File: config.mk
export PLATFORM = sky130hd
export DESIGN_NAME = magnetic_guide_position_decoder
export DESIGN_NICKNAME = d
export VERILOG_FILES = /design/src/sv/mgpd_pkg.sv /design/src/sv/mgpd_front.sv /design/src/sv/mgpd_queue.sv /design/src/sv/mgpd_divider.sv /design/src/sv/mgpd_back.sv /design/src/sv/magnetic_guide_position_decoder.sv
export SDC_FILE = /design/constraint.sdc
export NUM_CORES = 1
export LEC_CHECK = 0
export BUFFER_PORTS_ARGS = -buffer_cell sky130_fd_sc_hd__buf_2
export CORE_MARGIN = 3
export CORE_UTILIZATION = 50
export CTS_CLUSTER_SIZE = 12
export DETAILED_ROUTE_END_ITERATION = 7
export PLACE_DENSITY = 0.74
export SYNTH_ARGS = -nofsm -noshare
export SYNTH_HDL_FRONTEND = slang
export SYNTH_HIERARCHICAL = 1
export SYNTH_SLANG_ARGS = --single-unit
File: constraint.sdc
create_clock -name clock -period 10.9 [get_ports clock]
set_clock_uncertainty 0.1 [all_clocks]
set_input_delay 0.545 -clock clock [delete_from_list [all_inputs] [get_ports clock]]
set_output_delay 0.545 -clock clock [all_outputs]
set_load 0.05 [all_outputs]
File: src/sv/mgpd_pkg.sv
// Shared types and constants for the magnetic guide position decoder.
package mgpd_pkg;

   localparam logic       CMD_FRAME        = 1'b0;
   localparam logic       CMD_TIMEOUT      = 1'b1;

   localparam logic [10:0] ID_FRONT        = 11'h042;
   localparam logic [10:0] ID_REAR         = 11'h043;
   localparam logic [3:0]  FRAME_LEN_SENSOR = 4'd3;

   localparam logic signed [1:0] DIR_FWD   = 2'sb01;
   localparam logic signed [1:0] DIR_REV   = 2'sb11;

   localparam logic [7:0]  MASK_FWD        = 8'hf8;
   localparam logic [7:0]  MASK_REV        = 8'h18;

   localparam logic [7:0]  LINK_LOST       = 8'd240;
   localparam logic signed [7:0] EMPTY_POS = 8'sd80;
   localparam logic signed [7:0] POS_MAX   = 8'sd127;
   localparam logic signed [7:0] POS_MIN   = -8'sd128;
   localparam logic [4:0]  COUNT_MAX       = 5'd31;

   // Per-item job handed from the front end to the back end.
   typedef struct packed {
      logic       recompute;
      logic [7:0] link_front;
      logic [7:0] link_rear;
   } mgpd_job_type;

   // One result item, fields from the lowest bit up in reverse order here.
   typedef struct packed {
      logic              recomputed;
      logic [7:0]        link_rear;
      logic [7:0]        link_front;
      logic [4:0]        count_rear;
      logic [4:0]        count_front;
      logic signed [7:0] position_rear;
      logic signed [7:0] position_front;
   } mgpd_result_type;

   typedef enum logic [2:0] {
      BK_IDLE,
      BK_SCAN,
      BK_DIV_START,
      BK_DIV_WAIT,
      BK_OUT
   } mgpd_back_state_type;

endpackage

File: src/sv/mgpd_front.sv
// Front end: accepts items, steps link counters and updates stored patterns.
module mgpd_front
   import mgpd_pkg::*;
#(
   parameter int SENSOR_BITS = 16
) (
   input  logic                         clock,
   input  logic                         reset,
   input  logic                         req_valid,
   output logic                         req_ready,
   input  logic                         req_cmd,
   input  logic [10:0]                  req_frame_id,
   input  logic [3:0]                   req_frame_len,
   input  logic [23:0]                  req_payload,
   input  logic signed [1:0]            req_travel_dir,
   output logic                         push_valid,
   input  logic                         push_ready,
   output mgpd_job_type                 push_job,
   output logic [1:0][SENSOR_BITS-1:0]  push_pattern
);

   logic [1:0][7:0]             link_ff, link_in;
   logic [1:0][SENSOR_BITS-1:0] pat_ff, pat_in;
   logic [SENSOR_BITS:0]        payload_x;
   logic [SENSOR_BITS-1:0]      dir_mask;
   logic                        valid_frame;
   logic                        sel_rear;
   logic                        accept;

   assign req_ready  = push_ready;
   assign push_valid = req_valid;
   assign accept     = req_valid && push_ready;
   assign payload_x  = (SENSOR_BITS + 1)'(req_payload);
   assign sel_rear   = (req_frame_id == ID_REAR);

   assign valid_frame = (req_cmd == CMD_FRAME) && (req_frame_len == FRAME_LEN_SENSOR) &&
                        ((req_frame_id == ID_FRONT) || (req_frame_id == ID_REAR));

   always_comb begin
      link_in  = link_ff;
      pat_in   = pat_ff;
      dir_mask = '1;
      if (req_travel_dir == DIR_FWD) begin
         dir_mask = SENSOR_BITS'(MASK_FWD);
      end else if (req_travel_dir == DIR_REV) begin
         dir_mask = SENSOR_BITS'(MASK_REV);
      end
      if (req_cmd == CMD_TIMEOUT) begin
         link_in[0] = LINK_LOST;
         link_in[1] = LINK_LOST;
      end else begin
         for (int s = 0; s < 2; s++) begin
            link_in[s] = (link_ff[s] > LINK_LOST) ? LINK_LOST : link_ff[s] + 8'd1;
         end
         if (valid_frame) begin
            link_in[sel_rear] = '0;
            pat_in[sel_rear]  = payload_x[SENSOR_BITS:1];
            pat_in[0]         = pat_in[0] & dir_mask;
            pat_in[1]         = pat_in[1] & dir_mask;
         end
      end
   end

   assign push_job.recompute  = valid_frame;
   assign push_job.link_front = link_in[0];
   assign push_job.link_rear  = link_in[1];
   assign push_pattern        = pat_in;

   always_ff @(posedge clock) begin
      if (reset) begin
         link_ff <= '0;
         pat_ff  <= '0;
      end else if (accept) begin
         link_ff <= link_in;
         pat_ff  <= pat_in;
      end
   end

endmodule

File: src/sv/mgpd_queue.sv
// Small first-in first-out queue between the front and back ends.
module mgpd_queue #(
   parameter int WIDTH = 49,
   parameter int DEPTH = 4
) (
   input  logic             clock,
   input  logic             reset,
   input  logic             push_valid,
   output logic             push_ready,
   input  logic [WIDTH-1:0] push_data,
   output logic             pop_valid,
   input  logic             pop_ready,
   output logic [WIDTH-1:0] pop_data
);

   localparam int PW = (DEPTH > 1) ? $clog2(DEPTH) : 1;
   localparam int CW = $clog2(DEPTH + 1);

   logic [WIDTH-1:0] mem_ff [DEPTH];
   logic [PW-1:0]    wr_ptr_ff, rd_ptr_ff;
   logic [CW-1:0]    count_ff;
   logic             do_push, do_pop;

   assign push_ready = (count_ff != CW'(DEPTH));
   assign pop_valid  = (count_ff != '0);
   assign do_push    = push_valid && push_ready;
   assign do_pop     = pop_valid && pop_ready;
   assign pop_data   = mem_ff[rd_ptr_ff];

   always_ff @(posedge clock) begin
      if (do_push) begin
         mem_ff[wr_ptr_ff] <= push_data;
      end
   end

   always_ff @(posedge clock) begin
      if (reset) begin
         wr_ptr_ff <= '0;
         rd_ptr_ff <= '0;
         count_ff  <= '0;
      end else begin
         if (do_push) begin
            wr_ptr_ff <= (wr_ptr_ff == PW'(DEPTH - 1)) ? '0 : wr_ptr_ff + PW'(1);
         end
         if (do_pop) begin
            rd_ptr_ff <= (rd_ptr_ff == PW'(DEPTH - 1)) ? '0 : rd_ptr_ff + PW'(1);
         end
         if (do_push && !do_pop) begin
            count_ff <= count_ff + CW'(1);
         end else if (do_pop && !do_push) begin
            count_ff <= count_ff - CW'(1);
         end
      end
   end

endmodule

File: src/sv/mgpd_divider.sv
// Restoring unsigned divider producing one quotient bit per cycle.
module mgpd_divider #(
   parameter int DIVIDEND_W = 17,
   parameter int DIVISOR_W  = 6
) (
   input  logic                  clock,
   input  logic                  reset,
   input  logic                  start,
   input  logic [DIVIDEND_W-1:0] dividend,
   input  logic [DIVISOR_W-1:0]  divisor,
   output logic                  done,
   output logic [DIVIDEND_W-1:0] quotient
);

   localparam int KW = $clog2(DIVIDEND_W);

   logic                  busy_ff, done_ff;
   logic [KW-1:0]         cnt_ff;
   logic [DIVIDEND_W-1:0] quo_ff;
   logic [DIVISOR_W-1:0]  rem_ff, den_ff;
   logic [DIVISOR_W:0]    trial, diff;
   logic                  fits;

   assign trial    = {rem_ff, quo_ff[DIVIDEND_W-1]};
   assign diff     = trial - {1'b0, den_ff};
   assign fits     = (trial >= {1'b0, den_ff});
   assign done     = done_ff;
   assign quotient = quo_ff;

   always_ff @(posedge clock) begin
      if (reset) begin
         busy_ff <= 1'b0;
         done_ff <= 1'b0;
         cnt_ff  <= '0;
      end else begin
         done_ff <= 1'b0;
         if (start) begin
            busy_ff <= 1'b1;
            cnt_ff  <= '0;
         end else if (busy_ff) begin
            cnt_ff <= cnt_ff + KW'(1);
            if (cnt_ff == KW'(DIVIDEND_W - 1)) begin
               busy_ff <= 1'b0;
               done_ff <= 1'b1;
            end
         end
      end
   end

   always_ff @(posedge clock) begin
      if (start) begin
         quo_ff <= dividend;
         rem_ff <= '0;
         den_ff <= divisor;
      end else if (busy_ff) begin
         quo_ff <= {quo_ff[DIVIDEND_W-2:0], fits};
         rem_ff <= fits ? diff[DIVISOR_W-1:0] : trial[DIVISOR_W-1:0];
      end
   end

endmodule

File: src/sv/mgpd_back.sv
// Back end: centroid scan, shared division and the result register.
module mgpd_back
   import mgpd_pkg::*;
#(
   parameter int SENSOR_BITS     = 16,
   parameter int ELEMENT_SPACING = 10
) (
   input  logic                         clock,
   input  logic                         reset,
   input  logic                         job_valid,
   output logic                         job_ready,
   input  mgpd_job_type                 job,
   input  logic [1:0][SENSOR_BITS-1:0]  pattern,
   output logic                         rsp_valid,
   input  logic                         rsp_ready,
   output mgpd_result_type              rsp_result
);

   localparam int MAG_W = $clog2(SENSOR_BITS * (SENSOR_BITS - 1) * ELEMENT_SPACING + 1);
   localparam int SUM_W = MAG_W + 1;
   localparam int IW    = $clog2(SENSOR_BITS);
   localparam int NW    = $clog2(SENSOR_BITS + 1);
   localparam int QX    = (MAG_W > 9) ? MAG_W : 9;
   localparam int NX    = (NW > 6) ? NW : 6;
   localparam logic signed [SUM_W-1:0] TERM0 =
      SUM_W'(-(SENSOR_BITS - 1) * ELEMENT_SPACING);
   localparam logic signed [SUM_W-1:0] TERM_STEP = SUM_W'(2 * ELEMENT_SPACING);

   mgpd_back_state_type state_ff, state_in;

   logic                         out_valid_ff;
   mgpd_result_type              out_ff;
   mgpd_job_type                 job_ff;
   logic [1:0][SENSOR_BITS-1:0]  pat_ff;
   logic [IW-1:0]                idx_ff;
   logic signed [SUM_W-1:0]      term_ff;
   logic signed [SUM_W-1:0]      sum_ff [2];
   logic [NW-1:0]                n_ff [2];
   logic                         sel_ff;
   logic signed [7:0]            pos_ff [2];
   logic [4:0]                   cnt_ff [2];

   logic                         out_free;
   logic                         pop, load_direct, start_scan, scan_step;
   logic                         div_start, div_store, load_out;
   logic                         div_done;
   logic [MAG_W-1:0]             div_quotient;
   logic signed [SUM_W-1:0]      sel_sum, sel_abs;
   logic [NW-1:0]                sel_n;
   logic [QX-1:0]                q_x;
   logic signed [7:0]            new_pos;
   logic [4:0]                   new_cnt;

   assign out_free   = !out_valid_ff || rsp_ready;
   assign job_ready  = (state_ff == BK_IDLE) && out_free;
   assign pop        = job_valid && job_ready;
   assign rsp_valid  = out_valid_ff;
   assign rsp_result = out_ff;

   assign sel_sum = sum_ff[sel_ff];
   assign sel_n   = n_ff[sel_ff];
   assign sel_abs = (sel_sum < 0) ? -sel_sum : sel_sum;
   assign q_x     = QX'(div_quotient);

   mgpd_divider #(
      .DIVIDEND_W (MAG_W),
      .DIVISOR_W  (NW + 1)
   ) u_divider (
      .clock    (clock),
      .reset    (reset),
      .start    (div_start),
      .dividend (sel_abs[MAG_W-1:0]),
      .divisor  ({sel_n, 1'b0}),
      .done     (div_done),
      .quotient (div_quotient)
   );

   always_comb begin
      if (sel_n == '0) begin
         new_pos = (pos_ff[sel_ff] > 0) ? EMPTY_POS : -EMPTY_POS;
      end else if (sel_sum < 0) begin
         new_pos = (q_x > QX'(128)) ? POS_MIN : -(8'(q_x));
      end else begin
         new_pos = (q_x > QX'(127)) ? POS_MAX : 8'(q_x);
      end
      new_cnt = (NX'(sel_n) > NX'(COUNT_MAX)) ? COUNT_MAX : 5'(sel_n);
   end

   // Next state.
   always_comb begin
      state_in = state_ff;
      unique case (state_ff)
         BK_IDLE: begin
            if (pop && job.recompute) begin
               state_in = BK_SCAN;
            end
         end
         BK_SCAN: begin
            if (idx_ff == IW'(SENSOR_BITS - 1)) begin
               state_in = BK_DIV_START;
            end
         end
         BK_DIV_START: begin
            state_in = BK_DIV_WAIT;
         end
         BK_DIV_WAIT: begin
            if (div_done) begin
               state_in = sel_ff ? BK_OUT : BK_DIV_START;
            end
         end
         BK_OUT: begin
            if (out_free) begin
               state_in = BK_IDLE;
            end
         end
         default: state_in = BK_IDLE;
      endcase
   end

   // Control decode.
   always_comb begin
      load_direct = 1'b0;
      start_scan  = 1'b0;
      scan_step   = 1'b0;
      div_start   = 1'b0;
      div_store   = 1'b0;
      load_out    = 1'b0;
      unique case (state_ff)
         BK_IDLE: begin
            load_direct = pop && !job.recompute;
            start_scan  = pop && job.recompute;
         end
         BK_SCAN:      scan_step = 1'b1;
         BK_DIV_START: div_start = 1'b1;
         BK_DIV_WAIT:  div_store = div_done;
         BK_OUT:       load_out  = out_free;
         default: begin
         end
      endcase
   end

   always_ff @(posedge clock) begin
      if (reset) begin
         state_ff     <= BK_IDLE;
         out_valid_ff <= 1'b0;
         sel_ff       <= 1'b0;
         for (int s = 0; s < 2; s++) begin
            pos_ff[s] <= '0;
            cnt_ff[s] <= '0;
         end
      end else begin
         state_ff <= state_in;
         if (load_direct || load_out) begin
            out_valid_ff <= 1'b1;
         end else if (rsp_ready) begin
            out_valid_ff <= 1'b0;
         end
         if (start_scan) begin
            sel_ff <= 1'b0;
         end else if (div_store) begin
            sel_ff <= 1'b1;
         end
         if (div_store) begin
            pos_ff[sel_ff] <= new_pos;
            cnt_ff[sel_ff] <= new_cnt;
         end
      end
   end

   always_ff @(posedge clock) begin
      if (start_scan) begin
         job_ff  <= job;
         pat_ff  <= pattern;
         idx_ff  <= '0;
         term_ff <= TERM0;
         for (int s = 0; s < 2; s++) begin
            sum_ff[s] <= '0;
            n_ff[s]   <= '0;
         end
      end else if (scan_step) begin
         idx_ff  <= idx_ff + IW'(1);
         term_ff <= term_ff + TERM_STEP;
         for (int s = 0; s < 2; s++) begin
            if (pat_ff[s][idx_ff]) begin
               sum_ff[s] <= sum_ff[s] + term_ff;
               n_ff[s]   <= n_ff[s] + NW'(1);
            end
         end
      end
   end

   always_ff @(posedge clock) begin
      if (load_direct) begin
         out_ff.recomputed     <= 1'b0;
         out_ff.link_front     <= job.link_front;
         out_ff.link_rear      <= job.link_rear;
         out_ff.count_front    <= cnt_ff[0];
         out_ff.count_rear     <= cnt_ff[1];
         out_ff.position_front <= pos_ff[0];
         out_ff.position_rear  <= pos_ff[1];
      end else if (load_out) begin
         out_ff.recomputed     <= 1'b1;
         out_ff.link_front     <= job_ff.link_front;
         out_ff.link_rear      <= job_ff.link_rear;
         out_ff.count_front    <= cnt_ff[0];
         out_ff.count_rear     <= cnt_ff[1];
         out_ff.position_front <= pos_ff[0];
         out_ff.position_rear  <= pos_ff[1];
      end
   end

endmodule

File: src/sv/magnetic_guide_position_decoder.sv
// Top level of the magnetic guide position decoder: front end, job queue, back end.
// Items that do not update the sensors pass the queue to the result register and flow at
// one per cycle while rsp_tready stays high. A valid sensor frame is popped, scanned over
// SENSOR_BITS elements, divided twice in the shared one-bit-per-cycle divider and loaded
// into the result register; meanwhile the back end takes no other item but the queue does.
// Reset is synchronous and active high; it clears patterns, positions, counts and links.
module magnetic_guide_position_decoder
   import mgpd_pkg::*;
#(
   parameter int SENSOR_BITS     = 16,
   parameter int ELEMENT_SPACING = 10
) (
   input  logic        clock,
   input  logic        reset,
   // Input items.
   input  logic        req_tvalid,
   output logic        req_tready,
   // frame_id [10:0], frame_len [14:11], payload [38:15], travel_dir [40:39], zero above.
   input  logic [47:0] req_tdata,
   // cmd [0]: 0 for a received frame, 1 for a receive timeout tick.
   input  logic        req_tuser,
   // Result items.
   output logic        rsp_tvalid,
   input  logic        rsp_tready,
   // position_front [7:0], position_rear [15:8], count_front [20:16], count_rear [25:21],
   // link_front [33:26], link_rear [41:34], zero above.
   output logic [47:0] rsp_tdata,
   // recomputed [0].
   output logic        rsp_tuser
);

   localparam int QUEUE_W = $bits(mgpd_job_type) + 2 * SENSOR_BITS;

   // Handshake between the front end and the queue.
   logic                        push_valid, push_ready;
   mgpd_job_type                push_job;
   logic [1:0][SENSOR_BITS-1:0] push_pattern;

   // Handshake between the queue and the back end.
   logic                        pop_valid, pop_ready;
   logic [QUEUE_W-1:0]          pop_data;
   mgpd_job_type                pop_job;
   logic [1:0][SENSOR_BITS-1:0] pop_pattern;

   mgpd_result_type             result;

   // The front end updates link counters and stored patterns the moment an item is
   // accepted, so every later item sees the state its predecessors left behind.
   mgpd_front #(
      .SENSOR_BITS (SENSOR_BITS)
   ) u_front (
      .clock          (clock),
      .reset          (reset),
      .req_valid      (req_tvalid),
      .req_ready      (req_tready),
      .req_cmd        (req_tuser),
      .req_frame_id   (req_tdata[10:0]),
      .req_frame_len  (req_tdata[14:11]),
      .req_payload    (req_tdata[38:15]),
      .req_travel_dir (req_tdata[40:39]),
      .push_valid     (push_valid),
      .push_ready     (push_ready),
      .push_job       (push_job),
      .push_pattern   (push_pattern)
   );

   // The queue lets new items come in while the back end is busy with a centroid.
   mgpd_queue #(
      .WIDTH (QUEUE_W),
      .DEPTH (4)
   ) u_queue (
      .clock      (clock),
      .reset      (reset),
      .push_valid (push_valid),
      .push_ready (push_ready),
      .push_data  ({push_pattern, push_job}),
      .pop_valid  (pop_valid),
      .pop_ready  (pop_ready),
      .pop_data   (pop_data)
   );

   assign pop_job     = pop_data[$bits(mgpd_job_type)-1:0];
   assign pop_pattern = pop_data[QUEUE_W-1:$bits(mgpd_job_type)];

   // The back end owns the stored positions and counts and the result register.
   mgpd_back #(
      .SENSOR_BITS     (SENSOR_BITS),
      .ELEMENT_SPACING (ELEMENT_SPACING)
   ) u_back (
      .clock      (clock),
      .reset      (reset),
      .job_valid  (pop_valid),
      .job_ready  (pop_ready),
      .job        (pop_job),
      .pattern    (pop_pattern),
      .rsp_valid  (rsp_tvalid),
      .rsp_ready  (rsp_tready),
      .rsp_result (result)
   );

   assign rsp_tdata = {6'd0, result.link_rear, result.link_front, result.count_rear,
                       result.count_front, result.position_rear, result.position_front};
   assign rsp_tuser = result.recomputed;

endmodule
==> flow_summary.yaml <==
run_status:
  outcome: "finished, final reports clean"
worst_setup_path:
  endpoint_kind: "flop"
  crit_top_cell: "buf_4"
  crit_chain: "buf_4 > mux4_2 > nand3_1 > inv_2 > buf_4"
  crit_fanout: 49
  slowest_delay_ps: 600
  worst_ep_required_time_ps: 11000
  arrival_ps: 3380
  cp-start-kind: "flop"
  cp_slowest_cell: "buf_4"
  path_class: "reg -> reg"
sta:
  finalWorstSetupSlack_ps: 7620
  setup_tns_ps: 0
  fin_crit_sh_pct: 30.1
  slew_viol_final: 0
  hold_viol: 0
  rsz0062_at_grt: "no"
  tightest_slew_ps: 1190
  fmax_ghz: 0.305
  post-route-min-period_ps: 3280
  whs_ps: 162
  finalSetupViolations: 0
  slew-limit-headroom_pct: 20.2
die:
  core_mm2: 0.0400
  die_area_mm2: 0.0432
  initial_core_util_pct: 50.9
  die_w_um: 208
  die_y_um: 208
  io_pins: 104
  rows: 73
drt:
  drt_iter0_markers: 955
  via_per_inst: 5.84
  wirelength_um: 40800
  drc: 0
  m1WireLength_um: 17000
  route.met2.wl_um: 20500
  drt-pass1-iter-count: 5
  routed.top_layer: "met4"
  vias: 12500
  wl_per_cell_um: 19.0
  dr_wl_met3_um: 2350
  ant_nets: 0
clock_tree:
  cts.sink_count: 455
  root_buffer: "clkbuf_16"
  h-tree-depth: 2
  path_clk_slew_ps: 60
  numCtsBuffers: 47
  clk-insertion-delay-late_ps: 580
  post-cts-setup-buffers: 0
  holdBufCountCts: 0
  tritoncts: "done"
  clock_path_buffers: 3
  cts_resized: 0
synthesis:
  synth_top_area_cell: "edfxtp_1"
  synth_edf_count: 364
  synth_cell_types: 82
  synth_flop_cell: "edfxtp_1"
  ys_ff_latch: 455
  async_flop_share_pct: 0
  yosysWarnings: 6
  synth_cells: 1516
  yosys.area.top_type_share_pct: 53.6
  syn_area_mm2: 0.0204
  yosysSeqAreaShare_pct: 62.6
  synthTopCellsByArea: "edfxtp_1, dfxtp_1, mux4_2"
  syn_avg_cell_area_um2: 13.4
hold_path:
  hold_start: "req_tdata[23]"
  hold_path_class: "in -> reg"
layout:
  final_cell_mix: "edfxtp_1, nand2_1, nor2_1, a21oi_1, dfxtp_1"
  fillers: 3178
  diodes: 0
  layout_commonest_cell: "edfxtp_1"
  fin_nets: 1688
  syn_to_final_growth_pct: 10.9
  drive_above_1_share_pct: 17.9
global_route:
  grt_pass1_vias: 12600
  grt_usage_pct: 18.7
  grt_start_max_net_pins: 50
  grt_first_pass_wirelength_um: 65800
  grt_overflow: 0
  grt_antenna_before_repair: 0
place:
  port_buffers: 82
  hpwl_um: 26100
  preCtsSetupSlack_ps: 7350
  routabilityCongestion: 0.844
power:
  ir_worst_vdd_mv: 0.133
  pwr_density_cell_mw_per_mm2: 259
  cellLeakagePower_uw: 0.00793
run:
  drv_cap: 0
[cells in the mapped netlist, types with 6 or more instances]
| library cell | n |
|---|---|
| edfxtp_1 | 364 |
| nand2_1 | 132 |
| nor2_1 | 105 |
| a21oi_1 | 97 |
| dfxtp_1 | 91 |
| mux4_2 | 57 |
| o21ai_0 | 53 |
| inv_1 | 45 |
| ha_1 | 44 |
| nand3_1 | 38 |
| clkbuf_1 | 37 |
| mux2_2 | 36 |
| nor3_1 | 27 |
| xor2_1 | 27 |
| xnor2_1 | 25 |
| mux2i_1 | 21 |
| buf_4 | 20 |
| nand4_1 | 20 |
| nor2b_1 | 17 |
| buf_2 | 16 |
| and3_1 | 14 |
| nand2b_1 | 13 |
| a21o_1 | 12 |
| o32ai_1 | 12 |
| a211oi_1 | 11 |
| nor3b_1 | 10 |
| o31ai_1 | 10 |
| nor4_1 | 9 |
| a31oi_1 | 8 |
| buf_6 | 8 |
| o21a_1 | 8 |
| a2111oi_0 | 6 |
| and2_1 | 6 |
| and4_1 | 6 |
| or3_1 | 6 |
[per-layer routing]
| metal | track usage (%) | up-vias |
|---|---|---|
| met5 | 0 | - |
| met4 | 6.07 | 0 |
| met3 | 2.92 | 62 |
| met2 | 32.2 | 411 |
| met1 | 24.5 | 6195 |
| li1 | - | 5872 |
[final timing paths]
kind                           end  cells past startpoint  slack [ps]
max              u_back/pat_ff[15]                      5        7620
min              u_front/pat_ff[7]                      3         160
max reg2reg      u_back/pat_ff[15]                      5        7620
min reg2reg  u_back/rsp_result[21]                      0         320
[cells by family after synthesis]
kind of cell	Yosys count	synth area share, %
fa+ha+maj	48	3.09
xor+xnor	52	2.24
buf+inv	132	3.19
compound gates	263	8.17
other cells	2	0.0369
mux	114	9.32
flops	455	62.6
simple gates	450	11.4
[worst max-delay path: cells and delay by family (launching register included)]
family	cells	cell delay, ps
buf+inv	3	1690
simple gates	1	360
mux	1	360
flops	1	320
[state kept, by name (all words and copies together), names as in the netlist, 2 cells and up, named ones only]
signal                     flops
u_queue/mem_ff               196
u_back/rsp_result             43
u_back/pat_ff                 32
u_front/pat_ff                32
u_back/sum_ff                 24
u_back/job_ff                 16
u_back/pos_ff                 16
u_front/link_ff               16
u_back/u_divider/quotient     12
u_back/term_ff                11
u_back/cnt_ff                 10
u_back/n_ff                   10
u_back/u_divider/den_ff        6
u_back/u_divider/rem_ff        6
u_back/idx_ff                  4
u_back/u_divider/cnt_ff        4
u_back/state_ff                3
u_queue/count_ff               3
u_queue/rd_ptr_ff              2
u_queue/wr_ptr_ff              2
[where the power goes]
part / internal, µW / switching (µW) / total (µW)
Sequential: 2290 / 194 / 2480
Clock: 848 / 644 / 1490
Combinational: 712 / 1160 / 1870
[cell type report]
| cell class | count | area [µm²] | share of cell area (%) |
|---|---|---|---|
| sequential | 455 | 12800 | 56.5 |
| inverter | 48 | 180 | 0.797 |
| multi-input combinational | 935 | 7010 | 31.0 |
| clock inverter | 12 | 103 | 0.454 |
| timing repair buffer | 100 | 546 | 2.41 |
| clock buffer | 74 | 1340 | 5.93 |
| tap | 525 | 657 | 2.91 |
[stage by stage]
step                instances  power [µW]  area (µm²)  utilization, %
detailed placement       2063        4390       21200            52.9
global placement         2063        4320       21200            52.9
CTS                      2149        5900       22600            56.5
global route             2149        6160       22600            56.5
finish                   2149        5840       22600            56.5
floorplan                1522        3960       20400               -
No activity file was read; power rests on OpenSTA's default activity.
